File: config.mk
export PLATFORM = sky130hd
export DESIGN_NAME = ifbp_ram
export DESIGN_NICKNAME = d
export VERILOG_FILES = /design/src/rtl/indexed_framebuffer_blit_palette_macros.svh /design/src/rtl/ifbp_ram.sv
export SDC_FILE = /design/constraint.sdc
export NUM_CORES = 2
export LEC_CHECK = 0
export BUFFER_PORTS_ARGS = -buffer_cell sky130_fd_sc_hd__clkbuf_2
export CORE_UTILIZATION = 60
export CTS_BUF_LIST = sky130_fd_sc_hd__clkbuf_8
export CTS_CLUSTER_SIZE = 16
export DETAILED_ROUTE_END_ITERATION = 12
export GPL_TIMING_DRIVEN = 1
export PLACE_DENSITY = 0.76
export SYNTH_ARGS = -nofsm -noshare
export SYNTH_HDL_FRONTEND = slang
export SYNTH_SLANG_ARGS = --single-unit
File: constraint.sdc
create_clock -name clk -period 6.8 [get_ports clk]
set_input_delay 1.36 -clock clk [delete_from_list [all_inputs] [get_ports clk]]
set_output_delay 1.36 -clock clk [all_outputs]
set_load 0.02 [all_outputs]
File: src/rtl/indexed_framebuffer_blit_palette_macros.svh
// assertion macros for the palette framebuffer block
`ifndef INDEXED_FRAMEBUFFER_BLIT_PALETTE_MACROS_SVH
`define INDEXED_FRAMEBUFFER_BLIT_PALETTE_MACROS_SVH

`ifndef NO_ASSERTIONS
`define IFBP_ASSERT(lbl, ante, cons, msg) \
  lbl: assert property (@(posedge clk) disable iff (!rst_n) (ante) |-> (cons)) \
    else $error(msg);
`define IFBP_ASSERT_NEXT(lbl, ante, cons, msg) \
  lbl: assert property (@(posedge clk) disable iff (!rst_n) (ante) |=> (cons)) \
    else $error(msg);
`else
`define IFBP_ASSERT(lbl, ante, cons, msg)
`define IFBP_ASSERT_NEXT(lbl, ante, cons, msg)
`endif

`endif

File: src/rtl/ifbp_ram.sv
// generic single-port ram with registered read
module ifbp_ram #(
  parameter int WIDTH = 8,
  parameter int DEPTH = 256,
  parameter int AW    = (DEPTH > 1) ? $clog2(DEPTH) : 1
) (
  input  logic             clk,
  input  logic             we,
  input  logic [AW-1:0]    addr,
  input  logic [WIDTH-1:0] wdata,
  output logic [WIDTH-1:0] rdata
);

  logic [WIDTH-1:0] mem_r [DEPTH];
  logic [WIDTH-1:0] rdata_r;

  always_ff @(posedge clk) begin
    if (we) begin
      mem_r[addr] <= wdata;
    end
    rdata_r <= mem_r[addr];
  end

  assign rdata = rdata_r;

endmodule

==> impl_results.html <==
<table>
<tr><th>Metric</th><th>Value</th></tr>
<tr><th colspan="2">Power</th></tr>
<tr><td>Peak supply drop</td><td>239 uV</td></tr>
<tr><td>Total Power</td><td>24.4 mW</td></tr>
<tr><td>Power density over the cells</td><td>roughly 280 nW/um^2</td></tr>
<tr><td>Leak pwr</td><td>26.6 nW</td></tr>
<tr><th colspan="2">Clock tree</th></tr>
<tr><td>CTS buffer count</td><td>~330</td></tr>
<tr><td>Number of clock sinks</td><td>2056</td></tr>
<tr><td>Clock tree from TritonCTS</td><td>yes</td></tr>
<tr><td>Number of gates resized after cts</td><td>0</td></tr>
<tr><td>Count of buffers added by post-CTS timing repair for setup</td><td>0</td></tr>
<tr><td>CTS H-Tree Depth</td><td>5</td></tr>
<tr><td>Library cell used as clock root buffer</td><td>sky130_fd_sc_hd__clkbuf_8</td></tr>
<tr><td>CTS clk-pin slew, worst paths</td><td>0.06 ns</td></tr>
<tr><td>Number of buffers added to fix hold violations after cts</td><td>0</td></tr>
<tr><td>Clk Latency, worst-skew pair</td><td>1.00 ns</td></tr>
<tr><td>Maximum count of clock buffers along a single path</td><td>4</td></tr>
<tr><th colspan="2">Yosys</th></tr>
<tr><td>Top cell type's share of synthesized area</td><td>between 70% and 80%</td></tr>
<tr><td>Cell count after synthesis</td><td>between 3000 and 4000</td></tr>
<tr><td>Leading post-synthesis cells by cell area</td><td>sky130_fd_sc_hd__edfxtp_1, sky130_fd_sc_hd__mux4_2, sky130_fd_sc_hd__a22oi_1, sky130_fd_sc_hd__nor2_1, sky130_fd_sc_hd__a21oi_1</td></tr>
<tr><td>Dominant combinational cell family by area after synthesis</td><td>multiplexers</td></tr>
<tr><td>Synth Area in XOR/XNOR</td><td>0%</td></tr>
<tr><td>Share of synthesized registers carrying an async set or reset</td><td>0%</td></tr>
<tr><td>Post-synthesis cell type count</td><td>22</td></tr>
<tr><td>Cell area after synthesis</td><td>78500 um^2</td></tr>
<tr><td>Synth Area in Compound Gates</td><td>approximately 3.6%</td></tr>
<tr><td>Ys Warns</td><td>0</td></tr>
<tr><td>Synth Flop Type</td><td>sky130_fd_sc_hd__edfxtp_1</td></tr>
<tr><td>Share of synthesized cell area in full adder, half adder and majority cells</td><td>0%</td></tr>
<tr><td>Mux contribution to synthesized area</td><td>about 15%</td></tr>
<tr><td>FF+latch count, synth</td><td>2056</td></tr>
<tr><td>Register area share after synthesis</td><td>78.6%</td></tr>
<tr><td>Cell type with the largest total area after synthesis</td><td>sky130_fd_sc_hd__edfxtp_1</td></tr>
<tr><td>Simple-gate share of the synthesized area</td><td>~1.7%</td></tr>
<tr><td>Most frequent cell after synthesis</td><td>sky130_fd_sc_hd__edfxtp_1</td></tr>
<tr><td>Syn nets</td><td>about 3600</td></tr>
<tr><td>Synthesized area per cell</td><td>approximately 22 um^2</td></tr>
<tr><td>Count of flip-flops with a built-in enable after synthesis</td><td>a little over 2000</td></tr>
<tr><td>Leading cell types by count after synthesis</td><td>sky130_fd_sc_hd__edfxtp_1, sky130_fd_sc_hd__mux4_2, sky130_fd_sc_hd__a22oi_1</td></tr>
<tr><th colspan="2">Setup path</th></tr>
<tr><td>Critical Path Start</td><td>addr[0]</td></tr>
<tr><td>Maximum cell stage delay along the critical path</td><td>around 1.3 ns</td></tr>
<tr><td>Setup crit start kind</td><td>primary input</td></tr>
<tr><td>Buffers &amp; Inverters on Critical Path</td><td>2</td></tr>
<tr><td>Biggest fanout along the worst timing path</td><td>46</td></tr>
<tr><td>CP max stage cell</td><td>sky130_fd_sc_hd__o41ai_1</td></tr>
<tr><td>Worst endpoint required time</td><td>roughly 7.6 ns</td></tr>
<tr><td>Critical setup path kind</td><td>primary input to flip-flop</td></tr>
<tr><td>Top Family by Delay on Critical Path</td><td>compound AO/OA/AOI/OAI gates</td></tr>
<tr><td>Startpoint of the lowest-slack register-to-register path</td><td>mem_r[250][0]$_DFFE_PP_</td></tr>
<tr><td>Category of the worst setup path capture point</td><td>flip-flop</td></tr>
<tr><td>Arrival time at the worst endpoint</td><td>about 5.2 ns</td></tr>
<tr><td>Chain of cells forming the critical path</td><td>buf_8 -&gt; buf_4 -&gt; mux4_2 -&gt; a22oi_1 -&gt; a21oi_1 -&gt; o41ai_1 -&gt; nand4_1</td></tr>
<tr><th colspan="2">Finish</th></tr>
<tr><td>Number of nets in the layout</td><td>around 3800</td></tr>
<tr><td>Share of layout cells above drive strength 1</td><td>approximately 26%</td></tr>
<tr><td>Fraction of the core area covered by cells at the end of the flow</td><td>66.6%</td></tr>
<tr><td>Synth-to-Final Area Change</td><td>10.1%</td></tr>
<tr><td>Final instance count without filler cells</td><td>5739</td></tr>
<tr><th colspan="2">Route</th></tr>
<tr><td>Starting DRT DRC Count</td><td>~4900</td></tr>
<tr><td>Number of remaining DRC errors</td><td>0</td></tr>
<tr><td>Vias</td><td>a little under 40000</td></tr>
<tr><td>TritonRoute pass-1 iters</td><td>6</td></tr>
<tr><td>Remaining antenna violation count</td><td>0</td></tr>
<tr><td>Final wirelength</td><td>~180 mm</td></tr>
<tr><td>Vias per Instance</td><td>~6.7</td></tr>
<tr><td>Routed WL per cell</td><td>31.3 um</td></tr>
<tr><th colspan="2">Die</th></tr>
<tr><td>Die area</td><td>around 130000 um^2</td></tr>
<tr><td>Die W</td><td>between 300 and 400 um</td></tr>
<tr><td>Initial core utilization</td><td>between 60% and 70%</td></tr>
<tr><td>Boundary pin count</td><td>26</td></tr>
<tr><td>Die Ht</td><td>between 300 and 400 um</td></tr>
<tr><td>Core Box Area</td><td>130000 um^2</td></tr>
<tr><td>Std-Cell Rows</td><td>around 130</td></tr>
<tr><th colspan="2">Place</th></tr>
<tr><td>Placer's final routability congestion estimate</td><td>0.818</td></tr>
<tr><td>Inst Count DP</td><td>a little over 5000</td></tr>
<tr><td>HPWL after DPL</td><td>just over 100 mm</td></tr>
<tr><td>Placement-stage worst setup slack</td><td>roughly 1.5 ns</td></tr>
<tr><td>Port-buffer cells</td><td>25</td></tr>
<tr><th colspan="2">STA</th></tr>
<tr><td>Final-report hold violation count</td><td>0</td></tr>
<tr><td>Slack of the critical path</td><td>between 2 and 2.5 ns</td></tr>
<tr><td>Setup TNS</td><td>0 ns</td></tr>
<tr><td>Transition time at the pin with the least slew margin</td><td>between 1 and 1.5 ns</td></tr>
<tr><td>Setup-violating endpoint count in the final report</td><td>0</td></tr>
<tr><td>Final Skew</td><td>0.0722 ns</td></tr>
<tr><td>Max-slew violations</td><td>1</td></tr>
<tr><td>Period Utilization, post-route</td><td>around two thirds</td></tr>
<tr><td>Setup repair after global routing missed its margin</td><td>no</td></tr>
<tr><td>Max Clk Rate</td><td>around 230 MHz</td></tr>
<tr><td>Worst relative slew slack</td><td>-1.21%</td></tr>
<tr><td>Crit path time final</td><td>about 4.4 ns</td></tr>
<tr><th colspan="2">Run status</th></tr>
<tr><td>Violations in the final reports</td><td>max-capacitance violations, max-slew violations</td></tr>
<tr><td>Result of the run</td><td>complete, but fails checks</td></tr>
<tr><th colspan="2">GRT</th></tr>
<tr><td>GRT Overall Usage</td><td>between 20% and 30%</td></tr>
<tr><td>Wire length of the first global-routing pass</td><td>around 260 mm</td></tr>
<tr><td>Total congestion overflow</td><td>0</td></tr>
<tr><td>Number of global-route vias before repair</td><td>between 30000 and 40000</td></tr>
<tr><td>Number of antenna violations at the first check in global routing</td><td>5</td></tr>
<tr><td>Largest net degree at the start of global routing</td><td>185</td></tr>
<tr><th colspan="2">Min path</th></tr>
<tr><td>Hold path startpoint</td><td>wdata[5]</td></tr>
<tr><td>Type of the most critical hold path</td><td>primary input to flip-flop</td></tr>
<tr><th colspan="2">Run</th></tr>
<tr><td>Max-cap viol count</td><td>1</td></tr>
</table>
-- per-stage QoR --
stage	hold slack (ns)	cell area (um^2)
2_1_floorplan	0.819	78500
3_3_place_gp	0.953	80800
3_5_place_dp	0.981	80800
4_1_cts	0.858	86400
5_1_grt	0.913	86400
6_report	0.936	86400
-- sequential cells by signal, summed over array words and instances (netlist names) --
name   cells
mem_r   2048
rdata      8
-- power breakdown --
part	internal (mW)	switching (mW)
Sequential	14.0	0.0232
Combinational	0.387	0.739
Clock	4.63	4.63
Total	19.0	5.40
-- area by class of cell --
class,instances,area [um^2]
multi-input combinational,1258,15800
timing repair buffer,125,1160
fill,7916,43200
clock inverter,221,973
antenna,3,7.51
sequential,2056,61700
inverter,1,3.75
clock buffer,333,4580
tap,1742,2180
-- path summary, 6_finish.rpt --
check / end / slack [ns] / cells after the start
max: rdata[0]$_DFF_P_ / 2.38 / 7
min: mem_r[84][5]$_DFFE_PP_ / 0.94 / 1
max reg2reg: rdata[0]$_DFF_P_ / 3.56 / 5
min reg2reg: rdata[4]$_DFF_P_ / 1.01 / 5
-- kinds of logic after synthesis --
group	after synthesis
muxes	512
AOI/OAI and AO/OA	416
DFF	2056
buffers and inverters	233
and+or+nand+nor	330
-- cells in the final DEF, fill, tap and decap left out, types with 2 or more instances in the layout --
cell type	count
sky130_fd_sc_hd__mux4_2	512
sky130_fd_sc_hd__dfxtp_1	8
sky130_fd_sc_hd__edfxtp_1	2048
sky130_fd_sc_hd__nor2b_4	2
sky130_fd_sc_hd__inv_1	105
sky130_fd_sc_hd__buf_12	16
sky130_fd_sc_hd__nand4_1	8
sky130_fd_sc_hd__nand2_1	25
sky130_fd_sc_hd__clkinv_2	30
sky130_fd_sc_hd__bufinv_16	3
sky130_fd_sc_hd__nand3_1	13
sky130_fd_sc_hd__diode_2	3
sky130_fd_sc_hd__a22oi_1	256
sky130_fd_sc_hd__a21oi_1	128
sky130_fd_sc_hd__nor3_2	6
sky130_fd_sc_hd__clkbuf_8	341
sky130_fd_sc_hd__nand2b_1	4
sky130_fd_sc_hd__or2_2	2
sky130_fd_sc_hd__clkinvlp_4	6
sky130_fd_sc_hd__buf_8	2
sky130_fd_sc_hd__nand2b_2	2
sky130_fd_sc_hd__nor2b_1	5
sky130_fd_sc_hd__nand2_2	3
sky130_fd_sc_hd__nor2_1	231
sky130_fd_sc_hd__o41ai_2	5
sky130_fd_sc_hd__o41ai_1	27
sky130_fd_sc_hd__clkinv_1	77
sky130_fd_sc_hd__and2_1	2
sky130_fd_sc_hd__nor3_1	24
sky130_fd_sc_hd__buf_4	83
sky130_fd_sc_hd__clkbuf_2	15
-- layer usage --
metal	global-route usage [%]	vias to the layer above	routed length (um)
met3	7.39	351	21100
met1	40.1	20147	68100
met5	0	-	45
li1	-	15556	-
met2	42.3	2471	85000
met4	8.91	8	5300
Note: power is estimated with default switching activity, not from simulation.
