--- config.mk ---
export PLATFORM = sky130hd
export DESIGN_NAME = ifbp_mod
export DESIGN_NICKNAME = d
export VERILOG_FILES = /design/src/rtl/indexed_framebuffer_blit_palette_macros.svh /design/src/rtl/ifbp_pkg.sv /design/src/rtl/ifbp_mod.sv
export SDC_FILE = /design/constraint.sdc
export NUM_CORES = 1
export LEC_CHECK = 0
export BUFFER_PORTS_ARGS = -buffer_cell sky130_fd_sc_hd__buf_2
export CORE_ASPECT_RATIO = 1.75
export CORE_MARGIN = 2
export CORE_UTILIZATION = 50
export DETAILED_ROUTE_END_ITERATION = 6
export PLACE_DENSITY = 0.73
export SYNTH_ARGS = -nofsm -noshare
export SYNTH_HDL_FRONTEND = slang
export SYNTH_SLANG_ARGS = --single-unit
--- constraint.sdc ---
create_clock -name clk -period 6.25 [get_ports clk]
set_input_delay 0.3125 -clock clk [delete_from_list [all_inputs] [get_ports clk]]
set_output_delay 0.3125 -clock clk [all_outputs]
set_load 0.02 [all_outputs]
--- src/rtl/indexed_framebuffer_blit_palette_macros.svh ---
// assertion macros for the palette framebuffer block
`ifndef INDEXED_FRAMEBUFFER_BLIT_PALETTE_MACROS_SVH
`define INDEXED_FRAMEBUFFER_BLIT_PALETTE_MACROS_SVH

`ifndef NO_ASSERTIONS
`define IFBP_ASSERT(lbl, ante, cons, msg) \
  lbl: assert property (@(posedge clk) disable iff (!rst_n) (ante) |-> (cons)) \
    else $error(msg);
`define IFBP_ASSERT_NEXT(lbl, ante, cons, msg) \
  lbl: assert property (@(posedge clk) disable iff (!rst_n) (ante) |=> (cons)) \
    else $error(msg);
`else
`define IFBP_ASSERT(lbl, ante, cons, msg)
`define IFBP_ASSERT_NEXT(lbl, ante, cons, msg)
`endif

`endif

--- src/rtl/ifbp_pkg.sv ---
// shared types, codes and helpers of the palette framebuffer block
package ifbp_pkg;

  localparam int DIM_W  = 9;
  localparam int CRD_W  = 8;
  localparam int CLR_W  = 8;
  localparam int REQ_W  = 2;
  localparam int STAT_W = 2;

  localparam logic [REQ_W-1:0] REQ_APPEND = 2'd0;
  localparam logic [REQ_W-1:0] REQ_BLIT   = 2'd1;
  localparam logic [REQ_W-1:0] REQ_READ   = 2'd2;

  localparam logic [STAT_W-1:0] STAT_OK    = 2'd0;
  localparam logic [STAT_W-1:0] STAT_UNSET = 2'd1;
  localparam logic [STAT_W-1:0] STAT_FULL  = 2'd2;
  localparam logic [STAT_W-1:0] STAT_RANGE = 2'd3;

  localparam logic [0:0] CFG_FB_WIDTH  = 1'b0;
  localparam logic [0:0] CFG_FB_HEIGHT = 1'b1;

  typedef logic [DIM_W-1:0] dim_t;
  typedef logic [CRD_W-1:0] crd_t;

  typedef struct packed {
    dim_t dvd_x;
    dim_t dvd_y;
    dim_t div_x;
    dim_t div_y;
  } mod_req_t;

  typedef struct packed {
    dim_t rem_x;
    dim_t rem_y;
    logic done;
  } mod_rsp_t;

  function automatic dim_t clamp_dim(dim_t v, dim_t maxv);
    if (v == '0) begin
      return dim_t'(1);
    end
    if (v > maxv) begin
      return maxv;
    end
    return v;
  endfunction

endpackage

--- src/rtl/ifbp_mod.sv ---
// two-lane bit-serial remainder unit for the blit position wrap
module ifbp_mod import ifbp_pkg::*; (
  input  logic     clk,
  input  logic     rst_n,
  input  logic     start,
  input  mod_req_t req,
  output mod_rsp_t rsp
);

  localparam int CNT_W = $clog2(DIM_W);

  logic             busy_r;
  logic             done_r;
  logic [CNT_W-1:0] cnt_r;
  dim_t             dvd_x_r;
  dim_t             dvd_y_r;
  dim_t             div_x_r;
  dim_t             div_y_r;
  dim_t             rem_x_r;
  dim_t             rem_y_r;
  dim_t             trial_x;
  dim_t             trial_y;
  dim_t             rem_x_nxt;
  dim_t             rem_y_nxt;

  always_comb begin
    trial_x   = {rem_x_r[DIM_W-2:0], dvd_x_r[DIM_W-1]};
    trial_y   = {rem_y_r[DIM_W-2:0], dvd_y_r[DIM_W-1]};
    rem_x_nxt = (trial_x >= div_x_r) ? trial_x - div_x_r : trial_x;
    rem_y_nxt = (trial_y >= div_y_r) ? trial_y - div_y_r : trial_y;
  end

  always_ff @(posedge clk) begin
    if (!rst_n) begin
      busy_r <= 1'b0;
      done_r <= 1'b0;
      cnt_r  <= '0;
    end else begin
      done_r <= 1'b0;
      if (start) begin
        busy_r <= 1'b1;
        cnt_r  <= '0;
      end else if (busy_r) begin
        cnt_r <= cnt_r + CNT_W'(1);
        if (cnt_r == CNT_W'(DIM_W - 1)) begin
          busy_r <= 1'b0;
          done_r <= 1'b1;
        end
      end
    end
  end

  always_ff @(posedge clk) begin
    if (start) begin
      dvd_x_r <= req.dvd_x;
      dvd_y_r <= req.dvd_y;
      div_x_r <= req.div_x;
      div_y_r <= req.div_y;
      rem_x_r <= '0;
      rem_y_r <= '0;
    end else if (busy_r) begin
      dvd_x_r <= {dvd_x_r[DIM_W-2:0], 1'b0};
      dvd_y_r <= {dvd_y_r[DIM_W-2:0], 1'b0};
      rem_x_r <= rem_x_nxt;
      rem_y_r <= rem_y_nxt;
    end
  end

  assign rsp.rem_x = rem_x_r;
  assign rsp.rem_y = rem_y_r;
  assign rsp.done  = done_r;

endmodule

==> results of run 1 <==
[power groups by stage]
stage               Clock (µW)  Sequential, µW  Combinational [µW]
global route               344             477                 248
detailed placement           0             482                 223
floorplan                    0             490                 155
CTS                        327             474                 224
finish                     316             473                 222
global placement             0             481                 218
[through the flow]
step / power [µW] / cells / hold slack [ns] / cell area (µm²)
final: 1012 / 438 / 0.1450 / 3740
after global routing: 1069 / 438 / 0.1321 / 3740
after CTS: 1025 / 438 / 0.1241 / 3740
after detailed placement: 705.4 / 422 / 0.4862 / 3557
after global placement: 698.7 / 422 / 0.4715 / 3557
after floorplan: 644.4 / 296 / 0.4114 / 3221
[kinds of logic after synthesis]
group	count (synthesis)
buffers and inverters	39
multiplexers	26
adder cells (fa/ha/maj)	22
flip-flops	60
AO/OA/AOI/OAI	61
AND/OR/NAND/NOR	75
XOR/XNOR	13
[sequential cells by signal (all words and copies together), names as in the netlist]
name,cells
done_r,1
div_x_r,9
cnt_r,4
div_y_r,9
dvd_y_r,9
rem_y_r,9
dvd_x_r,9
busy_r,1
rem_x_r,9
[worst max-delay path by stage]
stage | from | to | slack [ns] | cells past startpoint
after global placement | dvd_y_r[8] | rem_y_r[6] | 4.03 | 9
after detailed placement | div_x_r[6] | rem_x_r[3] | 4.01 | 8
after CTS | div_x_r[6] | rem_x_r[3] | 4.00 | 8
after floorplan | rem_x_r[5] | rem_x_r[6] | 4.06 | 8
final | div_x_r[6] | rem_x_r[3] | 3.99 | 8
after global routing | div_y_r[5] | rem_y_r[6] | 3.77 | 8
[cells in the final DEF (no fill, tap or decap), drive strengths merged, types with 2 or more instances in the layout]
cell,count
a31o,2
clkbuf,14
o311a,3
clkinv,2
mux2i,10
nand2b,4
ha,20
o2111ai,2
edfxtp,36
inv,26
nor3,4
o21ai,11
nand4,6
a311oi,2
fa,2
xor2,4
o21a,3
mux2,16
and2,3
o31ai,2
dfxtp,24
a211oi,11
nand2,10
nand3,7
nor2b,3
a21oi,13
a31oi,2
nor2,32
buf,59
xnor2,9
[final cells by class]
class                           instances  area, µm²
Clock inverter                          2      10.01
Sequential cell                        60       1562
Multi-Input combinational cell        197       1498
Timing Repair Buffer                   59      300.3
Inverter                               26      97.59
Tap cell                               80      100.1
Fill cell                             551       2489
Clock buffer                           14      172.7
[layer usage]
metal / vias to the layer above / wire length (µm)
met5: - / 0
met3: 16 / 258
li1: 1189 / -
met2: 61 / 3573
met1: 1119 / 2461
met4: 0 / 189
==> run metrics, run 1 <==
cell count after synthesis=296; CP Class=reg2reg; arrival time at the worst endpoint=2.44 ns; R2R setup slack=3.99 ns; grt met3 use=0.04162; FF-to-FF Start=div_x_r[6]; Simple-Gate Fraction of Synth Area=0.1150; Die Span X=64.67 µm; Crit Path Max Fanout=10; sequential area share after synthesis=0.4848; Relative slew margins=0.4997; Final Hold Fails=0; Post-route DRC=0; Nets=414; remaining global-route overflow=0; gpl congestion=0.7749; Layout Skew=0.008505 ns; Pre-Repair DR Iteration Count=4; RSZ-0062 raised after global routing=no; hold path endpoint=div_x_r[3]; WL final=6.483 mm; compound-gate portion of the synthesized area=0.1375; Netlist cell types=53; Avg Inst Size Synth=10.88 µm²; setup tns final=0 ns; most common cell in the netlist=edfxtp_1; Area growth syn-to-layout=16.12%; mux contribution to synthesized area=0.08702; Buffers on Ports=57; ant diodes=0; ys async rst share=0; Die ar.=7125 µm²; Post-Synth XOR/XNOR Area=0.03535; initial drt markers=108; final period utilization=0.3609; Clock Tree Buf Depth=2; hold_buf cts=0; Wirelength per Cell=14.80 µm; Psw=285.4 µW; RR Endpoint=rem_x_r[3]; post-synth top area cell=edfxtp_1; met2 Usage GRT=0.3765; DP Worst Slack=4.014 ns; clk_lat worst skew=0.34 ns; Int Power=726.3 µW; initial antenna violation count=0; CTS buffer count=9; clock sinks=60; Synth Area in Adders=0.09013; CORE AREA=6228 µm²; initial core utilization=0.5171; CP required=6.44 ns; Yosys warnings=0; boundary pin count=58; Yosys reg bits=60; worst hold path class=in2reg; met1 Usage GRT=0.2034; combinational share of power=0.220; hold depth=1; GRT Total Usage=0.2044; pwr/cell area=270.5 nW/µm²; Resized Gates After CTS=0; max cap viols=0; worst setup margin=3.994 ns; Die H=110.2 µm; Sw Share=0.2821; busiest grt layer=met2; htree depth=3; antenna-violating nets left=0; worst IR drop on VDD=0.0001967 V; Cell Area, Synth=3221 µm²; area share of the largest cell type after synthesis=0.3357; first-pass GRT wire length=10.81 mm; fin util=0.6004; Synth area leaders=edfxtp_1 (34%), dfxtp_1 (15%), ha_1 (7.8%), mux2_1 (5.6%), nor2_1 (3.6%); CP startpoint kind=register; CTS tree=yes; sequential power share=0.468; Synth Flop Type=edfxtp_1; root buffer cell=clkbuf_8; setup repair bufs after CTS=0; cell count of the worst reg-to-reg path=8; Final min period=2.256 ns; EDFF count, synth=36; Worst Tran Pin Value=0.7487 ns; setup violators final=0; vias in the first global route=2,441; slowest CP cell=ha_1; CP Cell Sequence=inv_1 > ha_1 > a21o_1 > or3_4 > o2111ai_4 > nand2_4 > mux2i_1 > a211oi_1; clock network power share=0.312; Vias/cell=5.445; largest family of logic cells by synthesized area=compound AO/OA/AOI/OAI gates; Net Count, Synth=357; FP Rows=38; f_max=443.3 MHz; status=finished clean; element type at the critical path end=register; Worst-path clk slew=0.07 ns; hold path start=req[12]; Max Slew Vio Count=0; HPWL after DPL=4.786 mm; leakage power=0.001571 µW; share of layout cells above drive strength 1=0.2291; Critical Path Max Stage Delay=0.37 ns; detailed-route via count=2,385; largest net degree at the start of global routing=59; worst path bufs/invs=1; Top Family by Delay on Critical Path=compound AO/OA/AOI/OAI gates; top cells by count, synth=edfxtp_1 (36), nor2_1 (31), inv_1 (25)
No activity file was read; power rests on OpenSTA's default activity.
==> inputs of run 2 (changes only) <==
PLACE_DENSITY = 0.76   (was 0.73)
clock period = 1.9 ns   (was 6.25 ns; I/O delays follow)
==> run metrics, run 2 (synthesized netlist as in run 1, its figures left out) <==
status=finished, violations left; failing checks=negative setup slack; initial core utilization=0.5171; worst setup margin=-0.1689 ns; Buffers on Ports=57; share of layout cells above drive strength 1=0.4145; Reg area=1570 µm²; Final min period=2.069 ns; HPWL after DPL=5.823 mm; Wirelength per Cell=15.91 µm; Top Family by Delay on Critical Path=compound AO/OA/AOI/OAI gates; CP startpoint kind=register; Crit Path Max Fanout=5; Vias/cell=5.367; Clock Tree Buf Depth=2; leakage power=0.001938 µW; RSZ-0062 raised after global routing=yes; most common cell after layout, fill and taps aside=buf_2; FF-to-FF Start=div_x_r[6]; WL final=8.068 mm; busiest grt layer=met2; gpl congestion=0.9238; Worst Tran Pin Value=0.3085 ns; root buffer cell=clkbuf_8; max cap viols=0; detailed-route via count=2,721; grt met3 use=0.04873; GRT Total Usage=0.2438; Pre-Repair DR Iteration Count=4; vias in the first global route=2,987; remaining global-route overflow=0; largest net degree at the start of global routing=27; commonest non-fill, non-tap cells in the layout=buf_2 (57), buf_4 (47), edfxtp_1 (36); htree depth=3; clock sinks=60; met2 Usage GRT=0.4792; pwr/cell area=816.5 nW/µm²; slowest CP cell=edfxtp_1; ant diodes=0; element type at the critical path end=register; DP Cell Count=469; Nets=483; hold path start=req[22]; Die H=110.2 µm; setup violators final=10; met1 Usage GRT=0.2149; Post-route DRC=0; CP Cell Sequence=inv_2 > ha_4 > a21o_1 > or3_4 > o2111ai_4 > nand2_2 > o31ai_2 > a31oi_1; Final Hold Fails=0; Final Non-Filler Cells=507; initial antenna violation count=0; area occupied by multi-input gates=1747 µm²; FILL cells=437; Die Span X=64.67 µm; Critical Path Max Stage Delay=0.39 ns; final period utilization=1.089; worst hold path class=in2reg; FP Rows=38; CORE AREA=6228 µm²; clk_lat worst skew=0.34 ns; CTS buffer count=9; Layout Skew=0.009491 ns; Max Slew Vio Count=0; fin util=0.7366; arrival time at the worst endpoint=2.28 ns; Die ar.=7125 µm²; Area growth syn-to-layout=42.46%; f_max=483.4 MHz; first-pass GRT wire length=12.97 mm; CP Class=reg2reg; CP required=2.11 ns; boundary pin count=58; worst path bufs/invs=1; CTS tree=yes; Setup crit start=div_x_r[6]; antenna-violating nets left=0; Worst-path clk slew=0.07 ns; Relative slew margins=0.7943; worst IR drop on VDD=0.0006347 V; DP Worst Slack=-0.2245 ns; initial drt markers=75
[run 2: cell types whose count changed in the layout (fill, tap and decap cells not counted), sizes merged]
cell / before / now
buf: 59 / 108
nand2: 10 / 11
clkinv: 2 / 4
bufinv: 0 / 1
dlygate4sd3: 0 / 19
clkbuf: 14 / 9
clkinvlp: 0 / 2
[run 2: area by class of cell]
| type | count | area share |
|---|---|---|
| tap | 80 | 0.02182 |
| clock inverter | 7 | 0.01473 |
| multi-input combinational | 198 | 0.3807 |
| clock buffer | 9 | 0.02700 |
| sequential | 60 | 0.3422 |
| inverter | 26 | 0.02127 |
| timing repair buffer | 127 | 0.1923 |
[run 2: where the power goes]
part           internal, µW  switching (µW)
sequential             1500            57.6
clock                   597             514
combinational           526             549
total                  2630            1120
[run 2: through the flow]
step	setup TNS, ns	hold WS, ns	power, µW	cell area, µm²
floorplan	-1.008	0.1939	2135	3256
global placement	-0.5701	0.2716	2454	3958
detailed placement	-1.497	0.2731	2491	3958
CTS	-1.196	0.01493	3691	4469
global route	-2.409	0.02902	3922	4588
finish	-1.320	0.03360	3746	4588
[run 2: repair_timing]
item | CTS | global route
endpoints found under the hold margin | 19 | 0
pin swaps | 17 | 20
endpoints found under the setup margin | 17 | 18
gates cloned | 1 | 0
gates resized for setup | 28 | 20
hold buffers | 19 | 0
buffers inserted | 1 | 2
[run 2: worst paths after layout]
| check | cells after the start | end | slack, ns |
|---|---|---|---|
| hold / removal | 2 | dvd_y_r[4] | 0.03 |
| setup / recovery | 8 | rem_x_r[5] | -0.17 |
| hold reg to reg | 2 | rem_y_r[8] | 0.50 |
| setup reg to reg | 8 | rem_x_r[5] | -0.17 |
[run 2: routing by layer]
layer,vias up,part of all wire
li1,1327,-
met1,1289,0.34
met2,72,0.58
met3,33,0.031
met4,0,0.049
met5,-,0
==> inputs of run 3 (changes only) <==
PLACE_DENSITY = 0.83   (was 0.76)
==> run metrics, run 3 (synthesized netlist as in run 1, its figures left out) <==
Cell Area, Placed=3950 µm²; hold path start=req[27]; failing checks=negative setup slack; FP Rows=38; share of layout cells above drive strength 1=0.4161; final period utilization=1.104; element type at the critical path end=register; Final Non-Filler Cells=515; CP endpoint=rem_y_r[6]; Vias/cell=5.462; Nets=491; area occupied by multi-input gates=1765 µm²; status=finished, violations left; initial drt markers=178; DP Cell Count=468; RR Endpoint=rem_y_r[6]; Reg area=1570 µm²; CP required=2.14 ns; GRT Total Usage=0.2395; Die ar.=7125 µm²; HPWL after DPL=5.491 mm; Setup crit start=dvd_y_r[8]; Buffers on Ports=57; CTS buffer count=9; RSZ-0062 raised after global routing=yes; Final min period=2.098 ns; vias in the first global route=2,848; FF-to-FF Start=dvd_y_r[8]; f_max=476.8 MHz; Die H=110.2 µm; R2R setup slack=-0.20 ns; initial antenna violation count=0; most common cell after layout, fill and taps aside=buf_2; FILL cells=401; gpl congestion=0.9252; htree depth=3; Final Hold Fails=0; Crit Path Max Fanout=7; DP Worst Slack=-0.3372 ns; CTS tree=yes; worst hold path class=in2reg; antenna-violating nets left=0; commonest non-fill, non-tap cells in the layout=buf_2 (57), buf_4 (56), edfxtp_1 (36); clock sinks=60; Worst Tran Pin Value=0.3663 ns; CP Class=reg2reg; detailed-route via count=2,813; first-pass GRT wire length=12.72 mm; worst setup margin=-0.1975 ns; Clock Tree Buf Depth=2; max cap viols=0; remaining global-route overflow=0; Pre-Repair DR Iteration Count=4; leakage power=0.001985 µW; ant diodes=0; setup violators final=18; Design Power=3936 µW; root buffer cell=clkbuf_8; Layout Skew=0.01086 ns; Max Slew Vio Count=0; Wirelength per Cell=16.77 µm; hold_ws=0.02194 ns; CORE AREA=6228 µm²; cell count of the worst reg-to-reg path=8; Worst-path clk slew=0.07 ns; largest net degree at the start of global routing=36; pwr/cell area=841.2 nW/µm²; clk_lat worst skew=0.35 ns; initial core utilization=0.5171; worst IR drop on VDD=0.0006342 V; WL final=8.638 mm; CP startpoint kind=register; boundary pin count=58; arrival time at the worst endpoint=2.33 ns; Die Span X=64.67 µm; Relative slew margins=0.7550; final instance area=4679 µm²; Post-route DRC=0; Area growth syn-to-layout=45.30%
[run 3: changes by cell type in the layout (fill, tap and decap cells not counted), sizes merged]
cell and change:
clkinv -2, clkinvlp -1, nand2 -1, buf +8, bufinv +1, clkbuf +2, nor2 +1
[run 3: worst max-delay path, stage by stage, from the launching register on]
cell	delay (ns)
edfxtp_1	0.42
inv_2	0.10
ha_4	0.21
nor3b_2	0.19
o21ai_2	0.11
a211oi_4	0.38
nor2_4	0.14
nor4b_2	0.19
nor4_1	0.25
[run 3: repair_timing]
| item | in CTS | in global routing |
|---|---|---|
| endpoints found under the hold margin | 19 | 0 |
| pin swaps | 15 | 26 |
| endpoints found under the setup margin | 18 | 18 |
| resized for setup | 23 | 24 |
| setup buffers | 2 | 10 |
| hold buffers | 19 | 0 |
| gates cloned | 1 | 0 |
[run 3: worst min-delay path by stage]
stage                      end  slack (ns)  depth (start not counted)
floorplan           div_x_r[0]        0.19                          0
global placement    div_y_r[6]        0.27                          1
detailed placement  div_x_r[7]        0.27                          1
CTS                 dvd_x_r[0]        0.02                          2
global route        dvd_y_r[1]        0.02                          2
finish              dvd_x_r[0]        0.02                          2
[run 3: report_power, final]
group          internal, µW  switching (µW)  leakage [µW]  total (µW)
sequential             1500            54.6      0.000558        1560
clock                   732             508      0.000101        1240
combinational           557             582       0.00133        1140
[run 3: routing by layer]
layer | track usage | vias to the layer above | wire length, µm
li1 | - | 1343 | -
met2 | 0.4479 | 91 | 4726
met5 | 0 | - | 0
met4 | 0.1581 | 0 | 492
met3 | 0.05279 | 38 | 356
met1 | 0.2315 | 1341 | 3062
[run 3: cell type report]
class | instances | area share
Tap cell | 80 | 0.02139
Sequential cell | 60 | 0.3356
Multi-Input combinational cell | 198 | 0.3773
Inverter | 26 | 0.02086
Clock buffer | 11 | 0.02807
Clock inverter | 5 | 0.01631
Timing Repair Buffer | 135 | 0.2005
[run 3: through the flow]
step | setup TNS (ns) | utilization
floorplan | -1.008 | -
global placement | -2.107 | 0.6342
detailed placement | -3.639 | 0.6342
CTS | -1.021 | 0.7230
global route | -3.613 | 0.7513
finish | -1.833 | 0.7513
